**src/hdl/cmas_pkg.sv**
```systemverilog
// Shared types for the centred moving-average smoother.
package cmas_pkg;

  typedef enum logic [2:0] {
    ST_IDLE,
    ST_SUM,
    ST_DRAIN,
    ST_DIV,
    ST_EMIT,
    ST_FRD,
    ST_FWT
  } cmas_state_t;

endpackage

```
**src/hdl/cmas_ram.sv**
```systemverilog
// Generic single-port-write, single-port-read RAM with registered read data.
module cmas_ram #(
  parameter int WIDTH = 32,
  parameter int DEPTH = 32
) (
  input  logic                     clk,
  input  logic                     we,
  input  logic [$clog2(DEPTH)-1:0] waddr,
  input  logic [WIDTH-1:0]         wdata,
  input  logic [$clog2(DEPTH)-1:0] raddr,
  output logic [WIDTH-1:0]         rdata
);

  logic [WIDTH-1:0] mem [DEPTH];

  always_ff @(posedge clk) begin
    if (we) begin
      mem[waddr] <= wdata;
    end
    rdata <= mem[raddr];
  end

endmodule

```
**src/hdl/centered_moving_average_smoother.sv**
```systemverilog
// Centred moving-average smoother: serial window sum and restoring divider.
// Takes one word at a time. Edge point: one window read of the centre word, drain and emit;
// interior point: 2h+1 window reads, 1 drain, SUM_W-1 divider steps and emit. Word with no
// result: stays idle. Final word adds a window read, a wait and an emit per flushed point.
// Paced by the single window RAM read port and the one-bit-per-cycle divider. Reset
// (synchronous, rst_n low): idle, counts cleared, half width 1; window RAM not cleared.
module centered_moving_average_smoother
  import cmas_pkg::*;
#(
  parameter int MAX_HALF   = 15,
  parameter int COORD_BITS = 16
) (
  input  logic                         clk,
  input  logic                         rst_n,
  input  logic                         cfg_wr_en,
  input  logic [3:0]                   cfg_wr_data,
  input  logic                         in_valid,
  output logic                         in_ready,
  input  logic signed [COORD_BITS-1:0] in_point_x,
  input  logic signed [COORD_BITS-1:0] in_point_y,
  input  logic                         in_is_final,
  output logic                         out_valid,
  input  logic                         out_ready,
  output logic signed [COORD_BITS-1:0] out_x,
  output logic signed [COORD_BITS-1:0] out_y,
  output logic                         out_final
);

  localparam int WIN_DEPTH = 2 * MAX_HALF + 2;
  localparam int AW        = $clog2(WIN_DEPTH);
  localparam int HW        = $clog2(MAX_HALF + 1);
  localparam int DW        = $clog2(WIN_DEPTH);
  localparam int NW        = $clog2(WIN_DEPTH) + 1;
  localparam int SUM_W     = COORD_BITS + $clog2(WIN_DEPTH);
  localparam int MAG_W     = SUM_W - 1;
  localparam int CW        = $clog2(MAG_W);
  localparam logic [NW-1:0] N_MAX = '1;

  cmas_state_t state_r, state_nxt;

  logic [3:0]                   cfg_hw_r;
  logic [AW-1:0]                wr_ptr_r, wr_ptr_nxt;
  logic [NW-1:0]                n_r, n_nxt;
  logic [AW-1:0]                newest_r, newest_nxt;
  logic                         fin_r, fin_nxt;
  logic [HW-1:0]                h_r, h_nxt;
  logic                         interior_r, interior_nxt;
  logic [HW-1:0]                rr_r, rr_nxt;
  logic [AW-1:0]                b_r, b_nxt;
  logic [AW-1:0]                blast_r, blast_nxt;
  logic [AW-1:0]                bd_r, bd_nxt;
  logic                         rd_vld_r, rd_vld_nxt;
  logic signed [SUM_W-1:0]      acc_r, acc_nxt;
  logic [COORD_BITS-1:0]        cen_x_r, cen_x_nxt;
  logic [COORD_BITS-1:0]        res_y_r, res_y_nxt;
  logic [DW-1:0]                rem_r, rem_nxt;
  logic [MAG_W-1:0]             quo_r, quo_nxt;
  logic                         neg_r, neg_nxt;
  logic [CW-1:0]                div_cnt_r, div_cnt_nxt;
  logic                         flush_r, flush_nxt;
  logic [HW-1:0]                r_r, r_nxt;
  logic                         out_valid_r, out_valid_nxt;
  logic [COORD_BITS-1:0]        out_x_r, out_x_nxt;
  logic [COORD_BITS-1:0]        out_y_r, out_y_nxt;
  logic                         out_final_r, out_final_nxt;

  logic                         accept;
  logic [HW-1:0]                h_eff;
  logic [NW-1:0]                n_inc;
  logic [AW-1:0]                back;
  logic [AW-1:0]                rd_addr;
  logic [2*COORD_BITS-1:0]      rd_data;
  logic signed [COORD_BITS-1:0] y_rd;
  logic [COORD_BITS-1:0]        x_rd;
  logic signed [SUM_W-1:0]      sum_fin;
  logic signed [SUM_W-1:0]      sum_abs;
  logic [DW-1:0]                divisor;
  logic [DW:0]                  rem_sh;
  logic [DW:0]                  rem_diff;
  logic                         ge;
  logic [MAG_W-1:0]             quo_step;
  logic [MAG_W-1:0]             quo_signed;
  logic                         out_free;

  assign accept   = in_valid && in_ready;
  assign in_ready = (state_r == ST_IDLE);
  assign h_eff    = (32'(cfg_hw_r) > MAX_HALF) ? HW'(MAX_HALF) : HW'(cfg_hw_r);
  assign n_inc    = (n_r == N_MAX) ? n_r : n_r + NW'(1);

  assign back    = (state_r == ST_FRD) ? (AW'(r_r) - AW'(1)) : b_r;
  assign rd_addr = (newest_r >= back) ? (newest_r - back)
                                      : AW'(32'(newest_r) + WIN_DEPTH - 32'(back));

  cmas_ram #(
    .WIDTH(2 * COORD_BITS),
    .DEPTH(WIN_DEPTH)
  ) u_win (
    .clk  (clk),
    .we   (accept),
    .waddr(wr_ptr_r),
    .wdata({in_point_x, in_point_y}),
    .raddr(rd_addr),
    .rdata(rd_data)
  );

  assign x_rd    = rd_data[2*COORD_BITS-1:COORD_BITS];
  assign y_rd    = signed'(rd_data[COORD_BITS-1:0]);
  assign sum_fin = acc_r + SUM_W'(y_rd);
  assign sum_abs = sum_fin[SUM_W-1] ? -sum_fin : sum_fin;

  assign divisor    = {h_r, 1'b1};
  assign rem_sh     = {rem_r, quo_r[MAG_W-1]};
  assign rem_diff   = rem_sh - {1'b0, divisor};
  assign ge         = (rem_sh >= {1'b0, divisor});
  assign quo_step   = {quo_r[MAG_W-2:0], ge};
  assign quo_signed = neg_r ? (~quo_step + MAG_W'(1)) : quo_step;

  assign out_free = !out_valid_r || out_ready;

  always_ff @(posedge clk) begin
    if (!rst_n) begin
      state_r     <= ST_IDLE;
      cfg_hw_r    <= 4'd1;
      wr_ptr_r    <= '0;
      n_r         <= '0;
      rd_vld_r    <= 1'b0;
      flush_r     <= 1'b0;
      out_valid_r <= 1'b0;
    end else begin
      state_r     <= state_nxt;
      wr_ptr_r    <= wr_ptr_nxt;
      n_r         <= n_nxt;
      rd_vld_r    <= rd_vld_nxt;
      flush_r     <= flush_nxt;
      out_valid_r <= out_valid_nxt;
      if (cfg_wr_en) begin
        cfg_hw_r <= cfg_wr_data;
      end
    end
  end

  always_ff @(posedge clk) begin
    newest_r    <= newest_nxt;
    fin_r       <= fin_nxt;
    h_r         <= h_nxt;
    interior_r  <= interior_nxt;
    rr_r        <= rr_nxt;
    b_r         <= b_nxt;
    blast_r     <= blast_nxt;
    bd_r        <= bd_nxt;
    acc_r       <= acc_nxt;
    cen_x_r     <= cen_x_nxt;
    res_y_r     <= res_y_nxt;
    rem_r       <= rem_nxt;
    quo_r       <= quo_nxt;
    neg_r       <= neg_nxt;
    div_cnt_r   <= div_cnt_nxt;
    r_r         <= r_nxt;
    out_x_r     <= out_x_nxt;
    out_y_r     <= out_y_nxt;
    out_final_r <= out_final_nxt;
  end

  always_comb begin
    state_nxt     = state_r;
    wr_ptr_nxt    = wr_ptr_r;
    n_nxt         = n_r;
    newest_nxt    = newest_r;
    fin_nxt       = fin_r;
    h_nxt         = h_r;
    interior_nxt  = interior_r;
    rr_nxt        = rr_r;
    b_nxt         = b_r;
    blast_nxt     = blast_r;
    bd_nxt        = bd_r;
    rd_vld_nxt    = 1'b0;
    acc_nxt       = acc_r;
    cen_x_nxt     = cen_x_r;
    res_y_nxt     = res_y_r;
    rem_nxt       = rem_r;
    quo_nxt       = quo_r;
    neg_nxt       = neg_r;
    div_cnt_nxt   = div_cnt_r;
    flush_nxt     = flush_r;
    r_nxt         = r_r;
    out_valid_nxt = out_valid_r && !out_ready;
    out_x_nxt     = out_x_r;
    out_y_nxt     = out_y_r;
    out_final_nxt = out_final_r;

    // accumulate window and pick out the centre word
    if (rd_vld_r) begin
      if (interior_r) begin
        acc_nxt = sum_fin;
      end
      if (bd_r == AW'(h_r)) begin
        cen_x_nxt = x_rd;
        res_y_nxt = y_rd;
      end
    end

    case (state_r)
      ST_IDLE: begin
        if (accept) begin
          newest_nxt   = wr_ptr_r;
          wr_ptr_nxt   = (32'(wr_ptr_r) == WIN_DEPTH - 1) ? '0 : wr_ptr_r + AW'(1);
          fin_nxt      = in_is_final;
          h_nxt        = h_eff;
          n_nxt        = in_is_final ? '0 : n_inc;
          interior_nxt = (32'(n_inc) >= 2 * 32'(h_eff) + 1);
          rr_nxt       = (32'(n_inc) < 32'(h_eff)) ? HW'(n_inc) : h_eff;
          flush_nxt    = 1'b0;
          acc_nxt      = '0;
          if (32'(n_inc) > 32'(h_eff)) begin
            if (32'(n_inc) >= 2 * 32'(h_eff) + 1) begin
              b_nxt     = '0;
              blast_nxt = AW'({h_eff, 1'b0});
            end else begin
              b_nxt     = AW'(h_eff);
              blast_nxt = AW'(h_eff);
            end
            state_nxt = ST_SUM;
          end else if (in_is_final) begin
            flush_nxt = 1'b1;
            r_nxt     = HW'(n_inc);
            state_nxt = ST_FRD;
          end
        end
      end
      ST_SUM: begin
        rd_vld_nxt = 1'b1;
        bd_nxt     = b_r;
        b_nxt      = b_r + AW'(1);
        if (b_r == blast_r) begin
          state_nxt = ST_DRAIN;
        end
      end
      ST_DRAIN: begin
        if (interior_r) begin
          neg_nxt     = sum_fin[SUM_W-1];
          quo_nxt     = sum_abs[MAG_W-1:0];
          rem_nxt     = '0;
          div_cnt_nxt = '0;
          state_nxt   = ST_DIV;
        end else begin
          state_nxt = ST_EMIT;
        end
      end
      ST_DIV: begin
        rem_nxt     = ge ? rem_diff[DW-1:0] : rem_sh[DW-1:0];
        quo_nxt     = quo_step;
        div_cnt_nxt = div_cnt_r + CW'(1);
        if (32'(div_cnt_r) == MAG_W - 1) begin
          res_y_nxt = quo_signed[COORD_BITS-1:0];
          state_nxt = ST_EMIT;
        end
      end
      ST_EMIT: begin
        if (out_free) begin
          out_valid_nxt = 1'b1;
          out_x_nxt     = cen_x_r;
          out_y_nxt     = res_y_r;
          out_final_nxt = flush_r ? (r_r == HW'(1)) : (fin_r && (h_r == '0));
          if (flush_r) begin
            if (r_r == HW'(1)) begin
              flush_nxt = 1'b0;
              state_nxt = ST_IDLE;
            end else begin
              r_nxt     = r_r - HW'(1);
              state_nxt = ST_FRD;
            end
          end else if (fin_r && (rr_r != '0)) begin
            flush_nxt = 1'b1;
            r_nxt     = rr_r;
            state_nxt = ST_FRD;
          end else begin
            state_nxt = ST_IDLE;
          end
        end
      end
      ST_FRD: begin
        state_nxt = ST_FWT;
      end
      ST_FWT: begin
        cen_x_nxt = x_rd;
        res_y_nxt = y_rd;
        state_nxt = ST_EMIT;
      end
      default: begin
        state_nxt = ST_IDLE;
      end
    endcase
  end

  assign out_valid = out_valid_r;
  assign out_x     = signed'(out_x_r);
  assign out_y     = signed'(out_y_r);
  assign out_final = out_final_r;

  a_out_hold: assert property (@(posedge clk) disable iff (!rst_n)
    (out_valid_r && !out_ready) |=> (out_valid_r && $stable(out_x_r) && $stable(out_y_r)
                                     && $stable(out_final_r)))
    else $error("result word changed while stalled");

  a_rd_vld_in_sum: assert property (@(posedge clk) disable iff (!rst_n)
    rd_vld_r |-> (state_r == ST_SUM || state_r == ST_DRAIN))
    else $error("window read data outside summing");

  a_flush_count: assert property (@(posedge clk) disable iff (!rst_n)
    (state_r == ST_FRD || state_r == ST_FWT) |-> (flush_r && r_r != '0))
    else $error("flush without points left");

  a_div_bound: assert property (@(posedge clk) disable iff (!rst_n)
    (state_r == ST_DIV) |-> (32'(div_cnt_r) < MAG_W))
    else $error("divider step count overrun");

  a_emit_loads: assert property (@(posedge clk) disable iff (!rst_n)
    (state_r == ST_EMIT && out_free) |=> out_valid_r)
    else $error("result word not loaded");

endmodule
```
**config.mk**
```make
export PLATFORM = sky130hd
export DESIGN_NAME = centered_moving_average_smoother
export DESIGN_NICKNAME = d
export VERILOG_FILES = /design/src/hdl/cmas_pkg.sv /design/src/hdl/cmas_ram.sv /design/src/hdl/centered_moving_average_smoother.sv
export SDC_FILE = /design/constraint.sdc
export NUM_CORES = 1
export LEC_CHECK = 0
export ABC_AREA = 1
export BUFFER_PORTS_ARGS = -buffer_cell sky130_fd_sc_hd__clkbuf_2
export CORE_ASPECT_RATIO = 1.75
export CORE_MARGIN = 2
export CORE_UTILIZATION = 45
export CTS_BUF_LIST = sky130_fd_sc_hd__clkbuf_8
export CTS_CLUSTER_SIZE = 28
export DETAILED_ROUTE_END_ITERATION = 10
export MAX_ROUTING_LAYER = met4
export PLACE_DENSITY = 0.62
export SYNTH_ARGS = -nofsm -noshare
export SYNTH_HDL_FRONTEND = slang
export SYNTH_SLANG_ARGS = --single-unit
```
**constraint.sdc**
```tcl
create_clock -name clk -period 8.3 [get_ports clk]
set_input_delay 0.415 -clock clk [delete_from_list [all_inputs] [get_ports clk]]
set_output_delay 0.415 -clock clk [all_outputs]
set_load 0.005 [all_outputs]
```
==> results.toml, run 1 <==
[place]
gp_congestion = 0.8903
dp_hpwl_um = 71500
port_buffers = 76

[detailed_routing]
drt-wirelength-per-cell_um = 23.83
wl_um = 139400
drtIter0Drc = 3323
drtAntennaViolNets = 0
via_per_inst = 5.699
route.detailed.drc = 0
drt_pass1_iterations = 5
dr_total_vias = 33353

[grt]
grt_max_degree = 191
grtUsageTotal_pct = 24.66
use_met3_pct = 3.984
use_met2_pct = 42.74
antenna_found_initial = 7
grt.busiest_layer = "met2"
grt_pass1_vias = 32723
grt_overflow = 0
grt_pass1_wl_um = 204100
grtUsageMet1_pct = 27.78

[pwr]
intPower_uw = 13040
switchingPower_uw = 10590
p_seq_share_pct = 32.7
p_leak_uw = 0.01916
pwr-share-clk_pct = 18.5
sw_frac_of_total_pct = 44.82
vdd_ir_drop_max_uv = 607.4
power_density_nw_per_um2 = 422.9
power_frac_comb_pct = 48.8

[sta]
drv_slew = 0
setup_viol = 0
fin_crit_sh_pct = 57.25
maxSlewHeadroom_pct = 21.69
setup-tns-final_ps = 0
fmax_mhz = 210.4
clock_skew_ps = 53.34
rsz0062_at_grt = "false"
fin_crit_ps = 4752
tightest_slew_ps = 1175
finalHoldViolCount = 0

[critical_path]
cp_common_cell = "inv_1"
cpPeakStageDelay_ps = 1140
critPathCaptureType = "register"
worstPathArrival_ps = 5530
crit_path_start_kind = "register"
critical_path_class = "register to register"
worstPathCellList = "inv_1 > nand2_1 > nor2_4 > inv_1 > o21ai_0 > ha_4 > inv_1 > fa_4 > buf_4 > buf_12 > o21ai_0 > o22ai_1 > a21oi_1 > nor2_1 > a31oi_1 > mux2i_1"
cp_slowest_cell = "fa_4"
crit_required_ps = 9070
crit_fanout = 121

[finish]
nets = 4327
utilization_pct = 50.14
fillers = 9620
synthToLayoutAreaGrowth_pct = 10.49
layout-drive-gt1-share_pct = 10.50

[die]
die_width_um = 257.5
row_count = 162
core_area_um2 = 111500
start_util_pct = 45.38
die_h_um = 447.5
boundaryPins = 77
die_area_um2 = 115200

[yosys]
synth_edf_count = 1138
synthArstFlopShare_pct = 0
synthesis.area_per_instance_um2 = 12.19
syn_area_um2 = 50590
synth_cell_types = 56
synth_top_cell_by_area = "edfxtp_1"
ys_warn_count = 0
yosys_register_bits = 1228
syn_inst = 4149
synth_commonest_cells = "1138 x edfxtp_1, 826 x nor2_1, 573 x o21ai_0"
yosysMostFrequentCell = "edfxtp_1"
synth_top_area_share_pct = 67.55
synthFlopType = "edfxtp_1"
synth_nets = 4243
synth-seq-area-share_pct = 71.12
synth_area_leaders = "edfxtp_1 68%, nor2_1 6.1%, o21ai_0 5.7%"

[clock_network]
cts_tree = "built"
cts_root_buffer = "clkbuf_8"
clk_pin_slew_ps = 70
postCtsResizedCells = 0
cts_max_path_buffers = 3
postCtsSetupBuffers = 0
htree_levels = 4
clk_latency_ps = 890
numCtsBuffers = 167
clock-sinks = 1228

[run_status]
outcome = "finished, final reports clean"

[hold_path]
hold_class = "primary input to register"

[job]
maxCapViolCount = 0
## kinds of logic after synthesis
logic type	after synthesis	share of synthesized area, %
AO/OA/AOI/OAI	1082	12.32
XOR/XNOR	40	0.7297
adder cells (fa/ha/maj)	52	1.331
buffers and inverters	419	3.458
flip-flops	1228	71.12
multiplexers	32	0.6332
AND/OR/NAND/NOR	1296	10.41
## layout make-up
| cell class | count | area, um2 | share of cell area (%) |
|---|---|---|---|
| clock inverter | 126 | 635.6 | 1.137 |
| tap | 1476 | 1847 | 3.304 |
| clock buffer | 182 | 2505 | 4.482 |
| inverter | 187 | 733.2 | 1.312 |
| timing repair buffer | 147 | 1041 | 1.863 |
| sequential | 1228 | 35970 | 64.36 |
| antenna | 4 | 10.01 | 0.01791 |
| multi-input combinational | 2502 | 13150 | 23.52 |
## power groups by stage
stage / combinational (uW) / clock (uW) / sequential, uW
5_1_grt: 12700 / 4690 / 7760
3_3_place_gp: 11400 / 0 / 7860
2_1_floorplan: 8230 / 0 / 7680
6_report: 11500 / 4370 / 7730
4_1_cts: 11600 / 4460 / 7740
3_5_place_dp: 11500 / 0 / 7870
## state kept, by name (all words and copies together) (netlist names), 6 cells and up
register     flops
u_win.mem     1024
u_win.rdata     32
acc_r           21
quo_r           20
cen_x_r         16
out_x           16
out_y           16
res_y_r         16
n_r              6
## layout by cell type, fill, tap and decap left out, types with 18 or more instances in the layout
cell / count
clkinv_1: 23
nor2_1: 797
clkbuf_2: 76
nand2_2: 18
edfxtp_1: 1138
nor2_4: 33
mux2i_1: 32
xor2_1: 26
inv_1: 242
clkbuf_8: 182
nand2_1: 294
o211ai_1: 27
o21ai_0: 573
o221ai_1: 132
nand3_1: 92
buf_4: 48
a21oi_1: 180
o22ai_1: 66
a31oi_1: 66
ha_1: 48
dfxtp_1: 90
## layer usage
metal	part of all wire, %	up-vias
li1	-	15286
met1	37	16498
met2	52	1212
met3	6.4	357
met4	4.8	0
met5	0	-
## critical path: cells and delay by family (launching register included)
| kind | cells | cell delay, ps |
|---|---|---|
| flip-flops | 1 | 330 |
| AND/OR/NAND/NOR | 3 | 490 |
| buffers and inverters | 5 | 1400 |
| AO/OA/AOI/OAI | 5 | 820 |
| multiplexers | 1 | 170 |
| adder cells (fa/ha/maj) | 2 | 1310 |
## final timing paths
| check | from | depth (start not counted) | endpoint | slack, ps |
|---|---|---|---|---|
| setup / recovery | state_r[1] | 16 | u_win.rdata[23] | 3550 |
| hold / removal | in_point_x[12] | 1 | u_win.mem[11][28] | 120 |
| setup reg to reg | state_r[1] | 16 | u_win.rdata[23] | 3550 |
| hold reg to reg | cen_x_r[2] | 0 | out_x[2] | 400 |
## timing repair
action | in CTS | in global routing
setup endpoints to repair | 0 | 0
endpoints found under the hold margin | 19 | 0
hold buffers | 16 | 0
## stage by stage
stage / hold WS [ps] / std cells / setup WS, ps / area (um2) / power (uW)
floorplan: 385.5 / 4149 / 4070 / 50590 / 15910
global placement: 401.8 / 5524 / 3591 / 52580 / 19260
detailed placement: 405.2 / 5524 / 3544 / 52580 / 19370
CTS: 46.31 / 5848 / 3514 / 55880 / 23750
global route: 129.8 / 5852 / 3063 / 55890 / 25190
finish: 124.3 / 5852 / 3548 / 55890 / 23630
(Power assumes the default switching activity.)
==> inputs of run 2 (changes only) <==
ABC_AREA = 0   (was 1)
PLACE_DENSITY = 0.65   (was 0.62)
clock period = 4.3 ns   (was 8.3 ns; I/O delays follow)
==> run 2 against run 1 <==
Net effect: non-clock buffer count grew 93; hold slack lost 37 ps; first-iteration DRC count shrank 29%; global-route usage shrank 1.1 points; clock-buffer cell count grew 6; combinational power grew 98%; routed wire length shrank 8.9%; synthesized cell count shrank 30%; register-to-register slack lost 3100 ps; sequential power grew 90%; via count shrank 17%; critical path type unchanged.
==> results.toml, run 2 <==
[run_status]
outcome = "finished, final reports clean"

[yosys]
synth_cell_types = 78
yosysMostFrequentCell = "edfxtp_1"
syn_area_um2 = 49340
synth_edf_count = 1138
synthesis.area_per_instance_um2 = 16.93
yosys.area_share.xor_xnor_pct = 1.047
synth_top_family_by_area = "multiplexers"
synth_commonest_cells = "1138 x edfxtp_1, 384 x nand2_1, 256 x mux4_2"
synth_top_area_share_pct = 69.26
synth_compound_area_share_pct = 3.986
synthMuxAreaShare_pct = 11.91
yosys_register_bits = 1228
synthArstFlopShare_pct = 0
synth_top_cell_by_area = "edfxtp_1"
synth_simple_gate_area_share_pct = 7.372
synth-seq-area-share_pct = 72.91
synth_area_leaders = "edfxtp_1 69%, mux4_2 12%, dfxtp_1 3.7%"
synthFlopType = "edfxtp_1"
synth_nets = 3009
syn_inst = 2915
ys_warn_count = 0
synth-adder-area-share_pct = 1.364

[grt]
grt_pass1_vias = 29022
grtUsageTotal_pct = 23.60
grt_overflow = 0
antenna_found_initial = 4
grt_max_degree = 65
grt_pass1_wl_um = 186600

[sta]
drv_slew = 0
maxSlewHeadroom_pct = 35.38
setup_viol = 0
fin_crit_sh_pct = 89.90
setup-tns-final_ps = 0
rsz0062_at_grt = "false"
clock_skew_ps = 43.92
tightest_slew_ps = 967.0
fin_crit_ps = 3866
fmax_mhz = 258.7
finalHoldViolCount = 0

[finish]
nets = 3272
final_cell_mix = "1138 x edfxtp_1, 384 x nand2_1, 256 x mux4_2, 190 x nand3_1, 188 x clkbuf_8"
layout-drive-gt1-share_pct = 22.79
largest_register_ffs = 1024
layout_commonest_cell = "edfxtp_1"
top_regs = "u_win.mem x1024, u_win.rdata x32, acc_r x21"
stdcell_area_um2 = 56440
fin_cells = 4781
largest_register = "u_win.mem"
synthToLayoutAreaGrowth_pct = 14.38

[die]
die_area_um2 = 112400
boundaryPins = 77
die_width_um = 254.3
core_area_um2 = 108700
start_util_pct = 45.39
die_h_um = 442.0
row_count = 160

[critical_path]
critPathCaptureType = "register"
critical_path_class = "register to register"
worstPathArrival_ps = 4590
crit_fanout = 43
crit_required_ps = 5020
crit_path_start_kind = "register"

[detailed_routing]
route.detailed.drc = 0
drtIter0Drc = 2346
dr_total_vias = 27738
drt-wirelength-per-cell_um = 26.58
drt_pass1_iterations = 5
drtAntennaViolNets = 0
wl_um = 127100
via_per_inst = 5.802

[clock_network]
clk_latency_ps = 860
cts_root_buffer = "clkbuf_8"
cts_tree = "built"
clock-sinks = 1228
numCtsBuffers = 170
cts_max_path_buffers = 3
clk_pin_slew_ps = 60
htree_levels = 4

[pwr]
vdd_ir_drop_max_uv = 1216
p_leak_uw = 0.01885
power_density_nw_per_um2 = 818.7

[place]
placed_area_um2 = 52680
port_buffers = 76
placed_cells = 4417
dp_hpwl_um = 76690
gp_congestion = 0.8784

[job]
maxCapViolCount = 0

[hold_path]
hold_class = "primary input to register"
==> run 2: final timing paths <==
check | start | endpoint | slack (ps) | cells after the start
worst max register to register | state_r[1] | u_win.rdata[24] | 430 | 15
worst max-delay path | state_r[1] | u_win.rdata[24] | 430 | 15
worst min-delay path | in_point_x[1] | u_win.mem[31][17] | 90 | 1
worst min register to register | cen_x_r[4] | out_x[4] | 420 | 0
==> run 2: report_power, final <==
part	switching (uW)	total [uW]	internal [uW]
Sequential	591	14700	14100
Clock	4410	8660	4250
Combinational	13200	22800	9630
Total	18200	46200	28000
==> run 2: kinds of logic (layout without fill, tap and decap cells) <==
kind of cell               after synthesis  count (layout)
xor gates and xnor gates                59              59
buffers and inverters                  182             588
muxes                                  267             267
adders and majority gates               52              52
other                                    0               2
DFF                                   1228            1228
and+or+nand+nor                        820             820
AOI/OAI and AO/OA                      307             307
==> run 2: critical path: stages (launching register included) <==
cell and delay (ps):
dfxtp_1 480, clkinv_1 280, nand3_1 190, nand2_1 60, o21ai_0 170, ha_4 180
inv_1 60, fa_4 850, buf_12 200, buf_12 280, buf_4 230, mux4_2 300
nand2_1 100, nand3_1 80, nand3_1 120, o21ai_0 90
==> run 2: what timing repair did <==
item	CTS	global route
buffers inserted	0	0
gates resized for setup	0	0
hold buffers	47	0
endpoints found under the hold margin	958	0
==> run 2: final cells by class <==
class / count / area [um2]
fill: 8717 / 52270
clock inverter: 127 / 689.4
sequential: 1228 / 35970
timing repair buffer: 240 / 2230
antenna: 2 / 5.005
clock buffer: 188 / 2587
multi-input combinational: 1505 / 13000
tap: 1458 / 1824
inverter: 33 / 123.9
==> run 2: per-layer routing <==
layer	track usage (%)	wire length [um]	vias up
met4	10.73	5890	0
li1	-	-	12008
met2	41.24	68360	998
met1	26.40	45680	14404
met3	3.694	7136	328
met5	-	0	-
==> run 2: metrics by stage <==
stage / power (uW) / util (%) / worst slack (ps) / hold slack (ps)
after floorplan: 30050 / - / 829.7 / 313.6
after global placement: 37770 / 48.47 / 495.4 / 412.5
after detailed placement: 38000 / 48.47 / 424.0 / 405.7
after CTS: 46730 / 51.91 / 369.0 / 22.26
after global routing: 48970 / 51.92 / 167.3 / 87.36
final: 46210 / 51.92 / 434.1 / 86.85
